`config.mk`:
```
export PLATFORM = sky130hd
export DESIGN_NAME = mass_storage_transport_sequencer_unit
export DESIGN_NICKNAME = d
export VERILOG_FILES = /design/src/rtl/core/msts_pkg.sv /design/src/rtl/core/msts_front.sv /design/src/rtl/core/msts_back.sv /design/src/rtl/core/mass_storage_transport_sequencer_unit.sv
export SDC_FILE = /design/constraint.sdc
export NUM_CORES = 1
export LEC_CHECK = 0
export BUFFER_PORTS_ARGS = -buffer_cell sky130_fd_sc_hd__buf_2
export CELL_PAD_IN_SITES_DETAIL_PLACEMENT = 1
export CELL_PAD_IN_SITES_GLOBAL_PLACEMENT = 1
export CORE_MARGIN = 1
export CORE_UTILIZATION = 35
export CTS_CLUSTER_SIZE = 12
export DETAILED_ROUTE_END_ITERATION = 6
export GPL_TIMING_DRIVEN = 0
export PLACE_DENSITY = 0.7
export SLEW_MARGIN = 20
export SYNTH_ARGS = -nofsm -noshare
export SYNTH_HDL_FRONTEND = slang
export SYNTH_SLANG_ARGS = --single-unit
```
`constraint.sdc`:
```
create_clock -name clk -period 21.3 [get_ports clk]
set_input_delay 4.26 -clock clk [delete_from_list [all_inputs] [get_ports clk]]
set_output_delay 4.26 -clock clk [all_outputs]
set_load 0.02 [all_outputs]
```
`src/rtl/core/msts_pkg.sv`:
```
package msts_pkg;

  typedef enum logic [4:0] {
    TP_IDLE   = 5'b00001,
    TP_CMD    = 5'b00010,
    TP_DATA   = 5'b00100,
    TP_STATUS = 5'b01000,
    TP_RETRY  = 5'b10000
  } tp_t;

  typedef enum logic [3:0] {
    RC_IDLE    = 4'b0001,
    RC_RESET   = 4'b0010,
    RC_CLR_IN  = 4'b0100,
    RC_CLR_OUT = 4'b1000
  } rc_t;

  localparam logic [1:0] REQ_SUBMIT = 2'd0;
  localparam logic [1:0] REQ_BULK   = 2'd1;
  localparam logic [1:0] REQ_CTRL   = 2'd2;
  localparam logic [1:0] REQ_ABORT  = 2'd3;

  localparam logic [1:0] OC_OK    = 2'd0;
  localparam logic [1:0] OC_FAIL  = 2'd1;
  localparam logic [1:0] OC_STALL = 2'd2;

  localparam logic [3:0] A_CBW     = 4'd0;
  localparam logic [3:0] A_ADSC    = 4'd1;
  localparam logic [3:0] A_DIAG    = 4'd2;
  localparam logic [3:0] A_SRESET  = 4'd3;
  localparam logic [3:0] A_DATA    = 4'd4;
  localparam logic [3:0] A_CSW     = 4'd5;
  localparam logic [3:0] A_CLEAR   = 4'd6;
  localparam logic [3:0] A_UNSTALL = 4'd7;
  localparam logic [3:0] A_ABORT   = 4'd8;
  localparam logic [3:0] A_DONE    = 4'd9;
  localparam logic [3:0] A_REJECT  = 4'd10;

  localparam logic [2:0] REG_MODE  = 3'd0;
  localparam logic [2:0] REG_UFI   = 3'd1;
  localparam logic [2:0] REG_IN_EP = 3'd2;
  localparam logic [2:0] REG_OUT_EP = 3'd3;
  localparam logic [2:0] REG_IFNUM = 3'd4;

  localparam logic [15:0] CBW_LEN   = 16'd31;
  localparam logic [15:0] CSW_LEN   = 16'd13;
  localparam logic [4:0]  CB_CMD_LEN = 5'd12;
  localparam logic [31:0] CSW_SIG   = 32'h53425355;

  typedef struct packed {
    logic [31:0] residue;
    logic [1:0]  status;
    logic [31:0] tag;
    logic [15:0] offset;
    logic [15:0] length;
    logic [7:0]  endpoint;
    logic [3:0]  action;
  } act_t;

  typedef struct packed {
    logic           rdy;
    logic [2:0]     n;
    act_t [3:0]     a;
  } bun_t;

  function automatic act_t mk(logic [3:0] act, logic [7:0] ep, logic [15:0] len,
                              logic [15:0] off, logic [31:0] tag, logic [1:0] st,
                              logic [31:0] res);
    act_t x;
    x.action = act;
    x.endpoint = ep;
    x.length = len;
    x.offset = off;
    x.tag = tag;
    x.status = st;
    x.residue = res;
    return x;
  endfunction

  function automatic bun_t put(bun_t b, act_t x);
    bun_t r;
    r = b;
    r.a[r.n[1:0]] = x;
    r.n = r.n + 3'd1;
    return r;
  endfunction

endpackage

```
`src/rtl/core/msts_front.sv`:
```
module msts_front (
  input  logic                 clk,
  input  logic                 rst,
  input  logic                 accept,
  input  logic [1:0]           req_type,
  input  logic [31:0]          data_length,
  input  logic                 dir_in,
  input  logic                 has_buffer,
  input  logic [4:0]           command_length,
  input  logic [7:0]           done_endpoint,
  input  logic [1:0]           xfer_outcome,
  input  logic [31:0]          bytes_moved,
  input  logic [31:0]          status_signature,
  input  logic [31:0]          status_tag,
  input  logic [7:0]           status_code,
  input  logic [31:0]          status_residue,
  input  logic                 mode_bulk_only,
  input  logic                 subclass_ufi,
  input  logic [7:0]           in_endpoint,
  input  logic [7:0]           out_endpoint,
  output logic                 push,
  output msts_pkg::bun_t       bundle
);
  import msts_pkg::*;

  tp_t         tp, tp_next;
  rc_t         rp, rp_next;
  logic [31:0] tag, tag_next;
  logic [31:0] slen, slen_next;
  logic        sdir, sdir_next;
  logic        sbuf, sbuf_next;
  logic        cpend, cpend_next;

  bun_t        bn;
  logic [1:0]  oc;
  logic        okc;
  logic [7:0]  dep;
  logic        fail;
  logic        startrec;
  logic        csw_ok;
  logic [31:0] resid;
  logic [4:0]  clen;

  always_comb begin
    bn = '0;
    tp_next = tp;
    rp_next = rp;
    tag_next = tag;
    slen_next = slen;
    sdir_next = sdir;
    sbuf_next = sbuf;
    cpend_next = cpend;
    fail = 1'b0;
    startrec = 1'b0;
    oc = (xfer_outcome == 2'd3) ? OC_FAIL : xfer_outcome;
    okc = (oc == OC_OK);
    dep = sdir ? in_endpoint : out_endpoint;
    resid = (bytes_moved <= slen) ? slen - bytes_moved : 32'd0;
    clen = (subclass_ufi || command_length > CB_CMD_LEN) ? CB_CMD_LEN : command_length;
    csw_ok = okc && bytes_moved == {16'd0, CSW_LEN} && status_signature == CSW_SIG &&
             status_tag == tag && status_code <= 8'd2 && status_residue <= slen;
    unique case (req_type)
      REQ_SUBMIT: begin
        if (in_endpoint == 8'd0 || tp != TP_IDLE) begin
          bn = put(bn, mk(A_REJECT, 8'd0, 16'd0, 16'd0, 32'd0, 2'd0, 32'd0));
        end else begin
          tag_next = (tag == 32'hFFFF_FFFF) ? 32'd1 : tag + 32'd1;
          slen_next = data_length;
          sdir_next = dir_in;
          sbuf_next = has_buffer;
          tp_next = TP_CMD;
          if (mode_bulk_only) begin
            bn = put(bn, mk(A_CBW, out_endpoint, CBW_LEN, 16'd0, tag_next, 2'd0, 32'd0));
          end else begin
            bn = put(bn, mk(A_ADSC, 8'd0, {11'd0, clen}, 16'd0, tag_next, 2'd0, 32'd0));
          end
        end
      end
      REQ_BULK: begin
        if (!cpend && mode_bulk_only) begin
          priority case (1'b1)
            tp == TP_CMD: begin
              if (done_endpoint != out_endpoint || !okc ||
                  bytes_moved != {16'd0, CBW_LEN}) begin
                fail = 1'b1;
              end else if (slen != 32'd0 && sbuf) begin
                if (|slen[31:16]) begin
                  tp_next = TP_IDLE;
                  bn = put(bn, mk(A_DONE, 8'd0, 16'd0, 16'd0, 32'd0, 2'd1, slen));
                end else begin
                  tp_next = TP_DATA;
                  bn = put(bn, mk(A_DATA, dep, slen[15:0], 16'd0, 32'd0, 2'd0, 32'd0));
                end
              end else begin
                tp_next = TP_STATUS;
                bn = put(bn, mk(A_CSW, in_endpoint, CSW_LEN, 16'd0, 32'd0, 2'd0, 32'd0));
              end
            end
            tp == TP_DATA: begin
              if (done_endpoint != dep || oc == OC_FAIL) begin
                fail = 1'b1;
              end else if (oc == OC_STALL) begin
                bn = put(bn, mk(A_UNSTALL, dep, 16'd0, 16'd0, 32'd0, 2'd0, 32'd0));
                bn = put(bn, mk(A_CLEAR, dep, 16'd0, 16'd0, 32'd0, 2'd0, 32'd0));
                cpend_next = 1'b1;
                tp_next = TP_STATUS;
              end else begin
                tp_next = TP_STATUS;
                bn = put(bn, mk(A_CSW, in_endpoint, CSW_LEN, 16'd0, 32'd0, 2'd0, 32'd0));
              end
            end
            tp == TP_STATUS || tp == TP_RETRY: begin
              if (done_endpoint != in_endpoint) begin
                fail = 1'b1;
              end else if (tp == TP_STATUS && okc && bytes_moved == 32'd0) begin
                tp_next = TP_RETRY;
                bn = put(bn, mk(A_CSW, in_endpoint, CSW_LEN, 16'd0, 32'd0, 2'd0, 32'd0));
              end else if (tp == TP_STATUS && oc == OC_STALL) begin
                bn = put(bn, mk(A_UNSTALL, in_endpoint, 16'd0, 16'd0, 32'd0, 2'd0, 32'd0));
                bn = put(bn, mk(A_CLEAR, in_endpoint, 16'd0, 16'd0, 32'd0, 2'd0, 32'd0));
                cpend_next = 1'b1;
                tp_next = TP_RETRY;
              end else if (!csw_ok) begin
                fail = 1'b1;
              end else begin
                tp_next = TP_IDLE;
                bn = put(bn, mk(A_DONE, 8'd0, 16'd0, 16'd0, 32'd0, status_code[1:0],
                                status_residue));
                startrec = (status_code == 8'd2);
              end
            end
            default: begin
            end
          endcase
        end else if (!cpend && tp == TP_DATA) begin
          if (oc == OC_FAIL && resid != 32'd0) begin
            bn = put(bn, mk(A_DATA, dep, resid[15:0], bytes_moved[15:0], 32'd0, 2'd0,
                            32'd0));
          end else begin
            if (oc == OC_STALL) begin
              bn = put(bn, mk(A_UNSTALL, dep, 16'd0, 16'd0, 32'd0, 2'd0, 32'd0));
            end
            tp_next = TP_IDLE;
            bn = put(bn, mk(A_DONE, 8'd0, 16'd0, 16'd0, 32'd0, {1'b0, !okc}, resid));
            startrec = !okc;
          end
        end
      end
      REQ_CTRL: begin
        if (rp != RC_IDLE) begin
          if (!okc && (rp == RC_CLR_IN || rp == RC_CLR_OUT)) begin
            if (rp == RC_CLR_IN) begin
              bn = put(bn, mk(A_UNSTALL, in_endpoint, 16'd0, 16'd0, 32'd0, 2'd0, 32'd0));
            end
            bn = put(bn, mk(A_UNSTALL, out_endpoint, 16'd0, 16'd0, 32'd0, 2'd0, 32'd0));
            rp_next = RC_IDLE;
          end else if (!okc || rp == RC_RESET) begin
            rp_next = RC_CLR_IN;
            bn = put(bn, mk(A_CLEAR, in_endpoint, 16'd0, 16'd0, 32'd0, 2'd0, 32'd0));
          end else if (rp == RC_CLR_IN) begin
            bn = put(bn, mk(A_UNSTALL, in_endpoint, 16'd0, 16'd0, 32'd0, 2'd0, 32'd0));
            rp_next = RC_CLR_OUT;
            bn = put(bn, mk(A_CLEAR, out_endpoint, 16'd0, 16'd0, 32'd0, 2'd0, 32'd0));
          end else begin
            bn = put(bn, mk(A_UNSTALL, out_endpoint, 16'd0, 16'd0, 32'd0, 2'd0, 32'd0));
            rp_next = RC_IDLE;
          end
        end else if (cpend) begin
          cpend_next = 1'b0;
          if (!okc) begin
            fail = 1'b1;
          end else begin
            tp_next = (tp == TP_RETRY) ? TP_RETRY : TP_STATUS;
            bn = put(bn, mk(A_CSW, in_endpoint, CSW_LEN, 16'd0, 32'd0, 2'd0, 32'd0));
          end
        end else if (!mode_bulk_only && tp == TP_CMD) begin
          if (!okc) begin
            tp_next = TP_IDLE;
            bn = put(bn, mk(A_DONE, 8'd0, 16'd0, 16'd0, 32'd0, 2'd1, slen));
          end else if (slen != 32'd0 && sbuf) begin
            if (|slen[31:16]) begin
              tp_next = TP_IDLE;
              bn = put(bn, mk(A_DONE, 8'd0, 16'd0, 16'd0, 32'd0, 2'd1, slen));
            end else begin
              tp_next = TP_DATA;
              bn = put(bn, mk(A_DATA, dep, slen[15:0], 16'd0, 32'd0, 2'd0, 32'd0));
            end
          end else begin
            tp_next = TP_IDLE;
            bn = put(bn, mk(A_DONE, 8'd0, 16'd0, 16'd0, 32'd0, 2'd0, 32'd0));
          end
        end
      end
      REQ_ABORT: begin
        if (in_endpoint != 8'd0) begin
          if (rp != RC_IDLE || tp != TP_IDLE) begin
            if (rp != RC_IDLE || (tp == TP_CMD && !mode_bulk_only)) begin
              bn = put(bn, mk(A_ABORT, 8'd0, 16'd0, 16'd0, 32'd0, 2'd0, 32'd0));
            end
            bn = put(bn, mk(A_ABORT, in_endpoint, 16'd0, 16'd0, 32'd0, 2'd0, 32'd0));
            bn = put(bn, mk(A_ABORT, out_endpoint, 16'd0, 16'd0, 32'd0, 2'd0, 32'd0));
            tp_next = TP_IDLE;
            cpend_next = 1'b0;
            rp_next = RC_IDLE;
            startrec = 1'b1;
          end
        end
      end
    endcase
    if (fail) begin
      tp_next = TP_IDLE;
      bn = put(bn, mk(A_DONE, 8'd0, 16'd0, 16'd0, 32'd0, 2'd1, slen));
      startrec = 1'b1;
    end
    if (startrec && in_endpoint != 8'd0 && rp_next == RC_IDLE) begin
      rp_next = RC_RESET;
      if (mode_bulk_only) begin
        bn = put(bn, mk(A_SRESET, 8'd0, 16'd0, 16'd0, 32'd0, 2'd0, 32'd0));
      end else begin
        bn = put(bn, mk(A_DIAG, 8'd0, {11'd0, CB_CMD_LEN}, 16'd0, 32'd0, 2'd0, 32'd0));
      end
    end
    bn.rdy = (tp_next == TP_IDLE) && (rp_next == RC_IDLE);
  end

  assign push = accept && (bn.n != 3'd0);
  assign bundle = bn;

  always_ff @(posedge clk) begin
    if (rst) begin
      tp <= TP_IDLE;
      rp <= RC_IDLE;
      tag <= '0;
      slen <= '0;
      sdir <= 1'b0;
      sbuf <= 1'b0;
      cpend <= 1'b0;
    end else if (accept) begin
      tp <= tp_next;
      rp <= rp_next;
      tag <= tag_next;
      slen <= slen_next;
      sdir <= sdir_next;
      sbuf <= sbuf_next;
      cpend <= cpend_next;
    end
  end

endmodule

```
`src/rtl/core/msts_back.sv`:
```
module msts_back (
  input  logic           clk,
  input  logic           rst,
  input  logic           push,
  input  msts_pkg::bun_t bundle,
  output logic           full,
  output logic           ovalid,
  input  logic           oready,
  output msts_pkg::act_t oact,
  output logic           ordy,
  output logic           olast
);
  import msts_pkg::*;

  bun_t       mem [2];
  logic       wr;
  logic       rd;
  logic [1:0] cnt;
  logic [1:0] k;
  bun_t       head;
  logic       load;
  logic       fin;
  logic       pop;

  assign head = mem[rd];
  assign full = (cnt == 2'd2);
  assign load = (cnt != 2'd0) && (!ovalid || oready);
  assign fin = (({1'b0, k} + 3'd1) == head.n);
  assign pop = load && fin;

  always_ff @(posedge clk) begin
    if (push) begin
      mem[wr] <= bundle;
    end
  end

  always_ff @(posedge clk) begin
    if (rst) begin
      wr <= 1'b0;
      rd <= 1'b0;
      cnt <= 2'd0;
      k <= 2'd0;
      ovalid <= 1'b0;
    end else begin
      if (push) begin
        wr <= ~wr;
      end
      if (pop) begin
        rd <= ~rd;
      end
      cnt <= cnt + {1'b0, push} - {1'b0, pop};
      if (load) begin
        k <= fin ? 2'd0 : k + 2'd1;
        ovalid <= 1'b1;
      end else if (oready) begin
        ovalid <= 1'b0;
      end
    end
  end

  always_ff @(posedge clk) begin
    if (load) begin
      oact <= head.a[k];
      ordy <= head.rdy;
      olast <= fin;
    end
  end

endmodule

```
`src/rtl/core/mass_storage_transport_sequencer_unit.sv`:
```
// Flow: an event is classified in the cycle it is taken; its actions are written
// into the two-entry action queue, then loaded into the output register, one
// action per cycle while m_axis_tready is high. Events are taken one per cycle
// while the queue is not full; each event yields at most four actions.
// Reset (rst, synchronous): phases idle, tag zero, queue and output empty,
// registers at mode bulk-only and all endpoints zero.
module mass_storage_transport_sequencer_unit (
  input  logic          clk,
  input  logic          rst,
  input  logic          s_axis_tvalid,
  output logic          s_axis_tready,
  // data_length, dir_in, has_buffer, command_length, done_endpoint, xfer_outcome,
  // bytes_moved, status_signature, status_tag, status_code, status_residue
  input  logic [191:0]  s_axis_tdata,
  // req_type
  input  logic [1:0]    s_axis_tuser,
  output logic          m_axis_tvalid,
  input  logic          m_axis_tready,
  // action, action_endpoint, action_length, buffer_offset, command_tag,
  // done_status, done_residue, ready_res
  output logic [111:0]  m_axis_tdata,
  output logic          m_axis_tlast,
  input  logic          psel,
  input  logic          penable,
  input  logic          pwrite,
  input  logic [4:0]    paddr,
  input  logic [31:0]   pwdata,
  output logic [31:0]   prdata,
  output logic          pready
);
  import msts_pkg::*;

  logic       mode_bulk_only;
  logic       subclass_ufi;
  logic [7:0] in_endpoint;
  logic [7:0] out_endpoint;
  logic [7:0] interface_number;
  logic       accept;
  logic       push;
  logic       full;
  bun_t       bundle;
  act_t       oact;
  logic       ordy;
  logic       cfg_wr;

  assign pready = 1'b1;
  assign cfg_wr = psel && penable && pwrite && pready;

  always_ff @(posedge clk) begin
    if (rst) begin
      mode_bulk_only <= 1'b1;
      subclass_ufi <= 1'b0;
      in_endpoint <= '0;
      out_endpoint <= '0;
      interface_number <= '0;
    end else if (cfg_wr) begin
      unique case (paddr[4:2])
        REG_MODE:   mode_bulk_only <= pwdata[0];
        REG_UFI:    subclass_ufi <= pwdata[0];
        REG_IN_EP:  in_endpoint <= pwdata[7:0];
        REG_OUT_EP: out_endpoint <= pwdata[7:0];
        REG_IFNUM:  interface_number <= pwdata[7:0];
        default: begin
        end
      endcase
    end
  end

  always_comb begin
    unique case (paddr[4:2])
      REG_MODE:   prdata = {31'd0, mode_bulk_only};
      REG_UFI:    prdata = {31'd0, subclass_ufi};
      REG_IN_EP:  prdata = {24'd0, in_endpoint};
      REG_OUT_EP: prdata = {24'd0, out_endpoint};
      REG_IFNUM:  prdata = {24'd0, interface_number};
      default:    prdata = 32'd0;
    endcase
  end

  assign s_axis_tready = !full;
  assign accept = s_axis_tvalid && s_axis_tready;

  msts_front u_front (
    .clk              (clk),
    .rst              (rst),
    .accept           (accept),
    .req_type         (s_axis_tuser),
    .data_length      (s_axis_tdata[31:0]),
    .dir_in           (s_axis_tdata[32]),
    .has_buffer       (s_axis_tdata[33]),
    .command_length   (s_axis_tdata[38:34]),
    .done_endpoint    (s_axis_tdata[46:39]),
    .xfer_outcome     (s_axis_tdata[48:47]),
    .bytes_moved      (s_axis_tdata[80:49]),
    .status_signature (s_axis_tdata[112:81]),
    .status_tag       (s_axis_tdata[144:113]),
    .status_code      (s_axis_tdata[152:145]),
    .status_residue   (s_axis_tdata[184:153]),
    .mode_bulk_only   (mode_bulk_only),
    .subclass_ufi     (subclass_ufi),
    .in_endpoint      (in_endpoint),
    .out_endpoint     (out_endpoint),
    .push             (push),
    .bundle           (bundle)
  );

  msts_back u_back (
    .clk    (clk),
    .rst    (rst),
    .push   (push),
    .bundle (bundle),
    .full   (full),
    .ovalid (m_axis_tvalid),
    .oready (m_axis_tready),
    .oact   (oact),
    .ordy   (ordy),
    .olast  (m_axis_tlast)
  );

  assign m_axis_tdata = {1'b0, ordy, oact};

  a_reset_empty : assert property (@(posedge clk) rst |=> !m_axis_tvalid)
    else $error("output valid after reset");
  a_action_range : assert property (@(posedge clk) disable iff (rst)
    m_axis_tvalid |-> m_axis_tdata[3:0] <= A_REJECT)
    else $error("action code out of range");
  a_tag_only_cmd : assert property (@(posedge clk) disable iff (rst)
    m_axis_tvalid && m_axis_tdata[3:0] != A_CBW && m_axis_tdata[3:0] != A_ADSC
    |-> m_axis_tdata[75:44] == 32'd0)
    else $error("tag on non-command action");
  a_reject_alone : assert property (@(posedge clk) disable iff (rst)
    m_axis_tvalid && m_axis_tdata[3:0] == A_REJECT |-> m_axis_tlast)
    else $error("reject not alone");

endmodule

```
# Word level (Yosys, flattened, before mapping)
# Memories as Yosys holds them, arrays and structs flattened. A register that Yosys moved wholly into a read port is not among the register bits.
# Cells that the tools add are included.
[totals]
ram_bits = 888
register_bits = 221
memories = 1
elab_cells = 326
[memory_table]
columns = ["name", "depth", "width", "rd", "rd_ports_with_merged_regs", "wr", "line", "source"]
rows = [
  ["u_back.mem", 2, 444, 1, 1, 1, "msts_back.sv:15", "bun_t mem [2];"],
]
[op_classes]
reduce_logical = 65
addsub = 12
n_lt_le_gt_ge = 17
muxes = 152
n_eq_ne = 44
n_bitwise = 9
[op_table]
columns = ["op", "count"]
rows = [
  ["$mux W443", 27],
  ["$mux W442", 5],
  ["$mux W441", 5],
  ["$bwmux W440", 5],
  ["$pmux W443 S4", 1],
  ["$demux W110 S2", 6],
  ["$mux W110", 11],
  ["$mux W440", 1],
  ["$and A432 B432 Y432", 1],
  ["$not A432 Y432", 1],
  ["$and A428 B428 Y428", 1],
  ["$not A428 Y428", 1],
  ["$bmux W110 S2", 1],
  ["$mux W5", 24],
  ["$mux W76", 1],
  ["$le A32 B32 Y1", 2],
  ["$mux W32", 2],
  ["$reduce_bool A32 Y1", 2],
  ["$mux W1", 44],
  ["$pmux W8 S5", 1],
  ["$add A32 B1 Y32 const B", 1],
  ["$eq A32 B31 Y1 const B", 1],
  ["$eq A32 B32 Y1", 1],
  ["$eq A32 B32 Y1 const B", 1],
  ["61 further kinds", 153],
]

# Longest topological paths before layout
[depth]
ltp_word = 35
ltp_mapped = 24
ltp_nobuf = 23

# Cells and area by module
# Synthesis repeated with hierarchy kept, for this count alone.
[hier_totals]
hier_cells = 3982
area_unflattened_um2 = 54081.9
[modules_own_cells]
columns = ["mod", "cells_per_inst", "n_inst", "area_per_inst_um2", "seq_area_each_um2"]
rows = [
  ["msts_back", 1439, 1, 37263.2, 30189.0],
  ["msts_front", 2360, 1, 15247.1, 1521.5],
  ["mass_storage_transport_sequencer_unit", 183, 1, 1571.5, 520.5],
]

# Worst setup path before layout
# No wires, ideal clock.
[synth_timing]
path_kind = "input to register"
from = "input port s_axis_tdata[168]"
to = "memory u_back.mem[0][0] (netlist bit) (enable)"
t_required_ns = 20.453
path_buffers = 0
arrival_ns = 17.593
slack_ns = 2.861
path_stages = 17
path_cell_list = "ha_1 -> nand4_1 -> or4_1 -> nor2b_1 -> a21oi_1 -> a31oi_1 -> nand3_1 -> a31oi_4 -> ha_1 -> mux2i_1 -> ha_1 -> inv_1 -> ha_1 -> nor3b_1 -> a31oi_1 -> o21ai_2 -> nor2_1"
[synth_between]
elab_chain_len = 19
elab_cells_between_ends = 40
[synth_lines]
columns = ["item", "line", "source"]
rows = [
  ["from (decl)", "mass_storage_transport_sequencer_unit.sv:14", "input logic [191:0] s_axis_tdata,"],
  ["$le A32 B32 Y1 *", "msts_front.sv:61", "status_tag == tag && status_code <= 8'd2 && status_residue <= slen;"],
  ["$logic_and A1 B1 Y1 *", "msts_front.sv:61", ""],
  ["$mux W441 or $mux W1 (tied branches)", "msts_front.sv:123", "end else if (!csw_ok) begin"],
  ["$mux W442 or $mux W1 (tied branches)", "msts_front.sv:118", "end else if (tp == TP_STATUS && oc == OC_STALL) begin"],
  ["$mux W443 or $mux W1 (tied branches)", "msts_front.sv:115", "end else if (tp == TP_STATUS && okc && bytes_moved == 32'd0) begin"],
  ["$mux W443 or $mux W1 (tied branches)", "msts_front.sv:113", "if (done_endpoint != in_endpoint) begin"],
  ["$mux W443 or $mux W1 (tied branches) (3 in series)", "msts_front.sv:81", "priority case (1'b1)"],
  ["$mux W443 or $mux W1 (tied branches)", "msts_front.sv:80", "if (!cpend && mode_bulk_only) begin"],
  ["$pmux W443 S4 or $pmux W1 S2 (tied branches)", "msts_front.sv:62", "unique case (req_type)"],
  ["$add A3 B1 Y3 or $mux W1 (tied branches)", "msts_pkg.sv:84, msts_front.sv:210", ""],
  ["$mux W443 or $logic_and A1 B1 Y1 (tied branches)", "msts_front.sv:210, msts_front.sv:215", ""],
  ["$add A3 B1 Y3 or $logic_and A1 B1 Y1 (tied branches)", "msts_pkg.sv:84, msts_front.sv:215", ""],
  ["$mux W443 *", "msts_front.sv:215", "if (startrec && in_endpoint != 8'd0 && rp_next == RC_IDLE) begin"],
  ["$reduce_bool A3 Y1 *", "msts_front.sv:226", "assign push = accept && (bn.n != 3'd0);"],
  ["$logic_and A1 B1 Y1 *", "msts_front.sv:226", ""],
  ["$mux W1 *", "msts_back.sv:32", "if (push) begin"],
  ["$mux W1 (not written as such) *", "msts_back.sv:33", "mem[wr] <= bundle;"],
  ["to (decl)", "msts_back.sv:15", ""],
]
# Mark *: on every way between the ends. The rest lies on a longest branch, timed or not.

# Final worst setup path
[layout_timing]
from = "input port s_axis_tdata[47]"
to = "memory u_back.mem[0][231] (netlist bit) (enable)"
[layout_between]
elab_chain_len = 25
elab_cells_between_ends = 86
[layout_lines]
columns = ["item", "line", "source"]
rows = [
  ["$eq A2 B2 Y1", "msts_front.sv:55", "oc = (xfer_outcome == 2'd3) ? OC_FAIL : xfer_outcome;"],
  ["$mux W2 *", "msts_front.sv:55", ""],
  ["branches (longest 18 deep; another with $add A3 B1 Y3)", "n/a", ""],
  ["$mux W443 *", "msts_front.sv:215", ""],
  ["$reduce_bool A3 Y1 *", "msts_front.sv:226", ""],
  ["$logic_and A1 B1 Y1 *", "msts_front.sv:226", ""],
  ["$mux W1 *", "msts_back.sv:32", ""],
  ["$mux W1 (not written as such) *", "msts_back.sv:33", ""],
]
# Every way passes the cells marked *. The select of a mux whose other input is x is not followed.

==> impl_metrics.env <==
export IMPL_globalplace_congestion=0.985
export IMPL_route_detailed_vias_per_inst=5.66
export IMPL_cts_tree="done"
export IMPL_area_after_detailed_placement_um2=41000
export IMPL_placementRows=118
export IMPL_max_freq_mhz=90.1
export IMPL_synth_sequential_area_ratio_pct=54.2
export IMPL_design_portCount=386
export IMPL_run_status="finished, final reports clean"
export IMPL_finalWirelength_mm=141
export IMPL_rsz_0062_raised_after_global_routing="false"
export IMPL_layout_area_overhead_vs_synth_pct=17.9
export IMPL_pwr_share_clk_pct=42.8
export IMPL_worst_setup_path_end_kind="register"
export IMPL_critical_path_required_ps=21640
export IMPL_synth_mux_area_share_pct=8.60
export IMPL_hold_path_class="reg -> reg"
export IMPL_final_area_um2=43600
export IMPL_crit_fanout=24
export IMPL_cts_made_buffers=82
export IMPL_synth_top_family_by_area="simple AND/OR/NAND/NOR gates"
export IMPL_total_grt_usage_pct=26.0
export IMPL_wl_per_cell_um=26.9
export IMPL_clkLatencyLatePin_ps=680
export IMPL_power_frac_seq_pct=47.9
export IMPL_synth_compound_gate_area_share_pct=11.2
export IMPL_startpoint_type="primary input"
export IMPL_gr_total_overflow=0
export IMPL_power_combinational_fraction_pct=9.3
export IMPL_floorplan_die_height_um=327
export IMPL_timing_final_crit_period_ps=11100
export IMPL_level_count_of_the_clock_h_tree=3
export IMPL_final_nets=4117
export IMPL_drt_first_pass_iters=6
export IMPL_postSynthCellCount=3339
export IMPL_cts_clk_slew_worst_paths_ps=60
export IMPL_first_global_vias=30619
export IMPL_postCtsSetupRepairBufs=0
export IMPL_timing_final_hold_violations=0
export IMPL_synth_ff_type="sky130_fd_sc_hd__edfxtp_1"
export IMPL_report_final_setup_viol=0
export IMPL_setup_slack_ps=10200
export IMPL_placeableCoreArea_um2=104000
export IMPL_dp_slack_ps=9770
export IMPL_critical_path_max_stage_delay_ps=990
export IMPL_synth_adder_area_share_pct=2.76
export IMPL_synthDistinctLibCells=104
export IMPL_cts_sinks=704
export IMPL_synth_edf_count=594
export IMPL_ys_warn_count=0
export IMPL_ys_seq_elements=704
export IMPL_worst_slew_margin_rel_pct=24.6
export IMPL_tightest_slew_ps=1120
export IMPL_final_antenna_net_count=0
export IMPL_netlist_area_um2=37000
export IMPL_fillerInstances=11539
export IMPL_grt_max_degree=65
export IMPL_power_per_cell_area_nw_per_um2=73.3
export IMPL_final_max_slew_viol_count=0
export IMPL_detailedPlacementHpwl_mm=109
export IMPL_power_switching_uw=797
export IMPL_skew_ps=38.4
export IMPL_drive_above_1_share_pct=18.0
export IMPL_cts_hold_buf=0
export IMPL_detail_route_iter0_violations=2803
export IMPL_start_util_pct=35.5
export IMPL_drv_cap=0
export IMPL_route_vias_total=29682
export IMPL_post_synth_and_or_nand_nor_area_fraction_pct=16.3
export IMPL_antenna_violations_before_repair=13
export IMPL_dieArea_um2=107000
export IMPL_root_buffer="sky130_fd_sc_hd__clkbuf_16"
export IMPL_crit_path_max_delay_cell_type="sky130_fd_sc_hd__nor3_1"
export IMPL_netSwitchingFraction_pct=24.9
export IMPL_wire_length_of_the_first_global_routing_pass_mm=204
export IMPL_cts_root_to_sink_buffers=3
export IMPL_worst_ep_arrival_time_ps=11440
export IMPL_leakagePower_uw=0.0151
export IMPL_max_vdd_ir_drop_uv=61.3
export IMPL_critical_path_class="in -> reg"
export IMPL_yosys_area_share_xor_xnor_pct=2.75
export IMPL_drcViolationCount=0
export IMPL_port_buffers=325
export IMPL_cellInternalPower_uw=2400
export IMPL_finalCritPeriodShare_pct=52.1
export IMPL_timing_critical_path_cells="buf_2, nor2_1, nand4_1, nor3_1, nand4_1, nand2_1, a21boi_1, a31oi_4, ha_1, mux2i_1, ha_1, inv_1, ha_1, nor3b_1, a31oi_1, o21ai_2, nor2_4, buf_16, buf_12, buf_12, buf_16, buf_12"
export IMPL_die_width_um=327
export IMPL_cts_repair_resize_count=0
export IMPL_async_s_r_ff_share_synth_pct=0
export IMPL_syn_mean_instance_area_um2=11.1
[layout by cell type (no fill, tap or decap), types with 75 or more instances in the layout]
master	count
sky130_fd_sc_hd__a21oi_1	222
sky130_fd_sc_hd__nand2_1	454
sky130_fd_sc_hd__buf_2	358
sky130_fd_sc_hd__inv_1	97
sky130_fd_sc_hd__clkbuf_16	83
sky130_fd_sc_hd__dfxtp_1	110
sky130_fd_sc_hd__nor2_1	242
sky130_fd_sc_hd__mux4_2	81
sky130_fd_sc_hd__xnor2_1	81
sky130_fd_sc_hd__nor3_1	93
sky130_fd_sc_hd__clkbuf_1	192
sky130_fd_sc_hd__mux2i_1	121
sky130_fd_sc_hd__nor2b_1	75
sky130_fd_sc_hd__ha_1	80
sky130_fd_sc_hd__o21ai_0	103
sky130_fd_sc_hd__edfxtp_1	594
[worst max-delay path: cells and delay by family]
kind	cells	cell delay, ps
AO/OA/AOI/OAI	4	870
adder cells (fa/ha/maj)	3	900
buffers and inverters	7	1340
multiplexers	1	280
AND/OR/NAND/NOR	7	3720
[kinds of logic (layout without fill, tap and decap cells)]
logic type               count (synthesis)  after routing
AND/OR/NAND/NOR                       1237           1237
flip-flops                             704            704
AO/OA/AOI/OAI                          624            624
buffers and inverters                  360            859
multiplexers                           215            215
XOR/XNOR                               116            116
adder cells (fa/ha/maj)                 81             81
other                                    2             30
[path summary, 6_finish.rpt]
check / slack, ps / from / cells after the start / to
worst max-delay path: 10200 / s_axis_tdata[47] / 22 / u_back.mem[0][231]
worst min-delay path: 500 / interface_number[4] / 2 / interface_number[4]
worst max register to register: 13050 / u_front.slen[31] / 23 / u_back.mem[0][231]
worst min register to register: 500 / interface_number[4] / 2 / interface_number[4]
[sequential cells by signal (all words and copies together), names as in the netlist, named ones only]
signal / flops
u_back.mem: 482
u_back.oact: 110
u_front.slen: 32
u_front.tag: 32
in_endpoint: 8
interface_number: 8
out_endpoint: 8
u_front.tp: 5
u_front.rp: 4
u_back.cnt: 2
u_back.k: 2
mode_bulk_only: 1
subclass_ufi: 1
u_back.olast: 1
u_back.ordy: 1
u_back.ovalid: 1
u_back.rd: 1
u_back.wr: 1
u_front.cpend: 1
u_front.sbuf: 1
u_front.sdir: 1
[power groups by stage]
stage | Combinational (uW) | Clock, uW | Sequential, uW
finish | 297 | 1370 | 1530
global route | 316 | 1440 | 1540
CTS | 297 | 1390 | 1530
detailed placement | 295 | 0 | 1560
global placement | 282 | 0 | 1580
floorplan | 149 | 0 | 1580
[layout make-up]
cell class | instances | area [um2] | share of cell area (%)
Sequential cell | 704 | 20000 | 46.0
Multi-Input combinational cell | 2299 | 15500 | 35.6
Clock buffer | 122 | 2300 | 5.28
Timing Repair Buffer | 351 | 2190 | 5.03
Tap cell | 1380 | 1730 | 3.96
Buffer | 261 | 1190 | 2.73
Inverter | 99 | 379 | 0.869
Clock inverter | 26 | 250 | 0.574
Antenna cell | 4 | 10.0 | 0.0230
[Yosys cell counts, drive strengths merged (35+ instances only)]
| master | instances | share of area (%) |
|---|---|---|
| dfxtp | 110 | 6.0 |
| mux2i | 121 | 3.3 |
| a22oi | 57 | 1.2 |
| nor2b | 75 | 1.3 |
| nor4 | 51 | 0.88 |
| nor3 | 96 | 1.3 |
| a21oi | 232 | 3.2 |
| xnor2 | 81 | 1.9 |
| inv | 98 | 0.99 |
| nand2 | 456 | 4.6 |
| xor2 | 35 | 0.83 |
| nand4 | 39 | 0.70 |
| clkbuf | 162 | 1.6 |
| mux4 | 81 | 4.9 |
| buf | 99 | 1.5 |
| nand3 | 52 | 0.72 |
| and2 | 64 | 1.1 |
| o21ai | 113 | 1.6 |
| ha | 80 | 2.7 |
| nor2 | 247 | 2.5 |
| edfxtp | 594 | 48 |
[stage by stage]
step	power (uW)	std cells	hold slack [ps]	setup TNS, ps	util [%]
CTS	3220	5242	507	0	41.9
global route	3290	5243	549	0	41.9
floorplan	1730	3363	460	0	-
global placement	1860	5068	472	-2558390	38.8
finish	3200	5246	499	0	41.9
detailed placement	1860	5094	488	0	39.4
[layer usage]
metal | routed length, um | global-route usage [%] | up-vias
li1 | - | - | 13213
met1 | 57300 | 33.1 | 14976
met2 | 67900 | 43.3 | 1200
met3 | 9690 | 4.44 | 285
met4 | 6380 | 11.8 | 8
met5 | 47 | 0 | -
(Power assumes the default switching activity.)
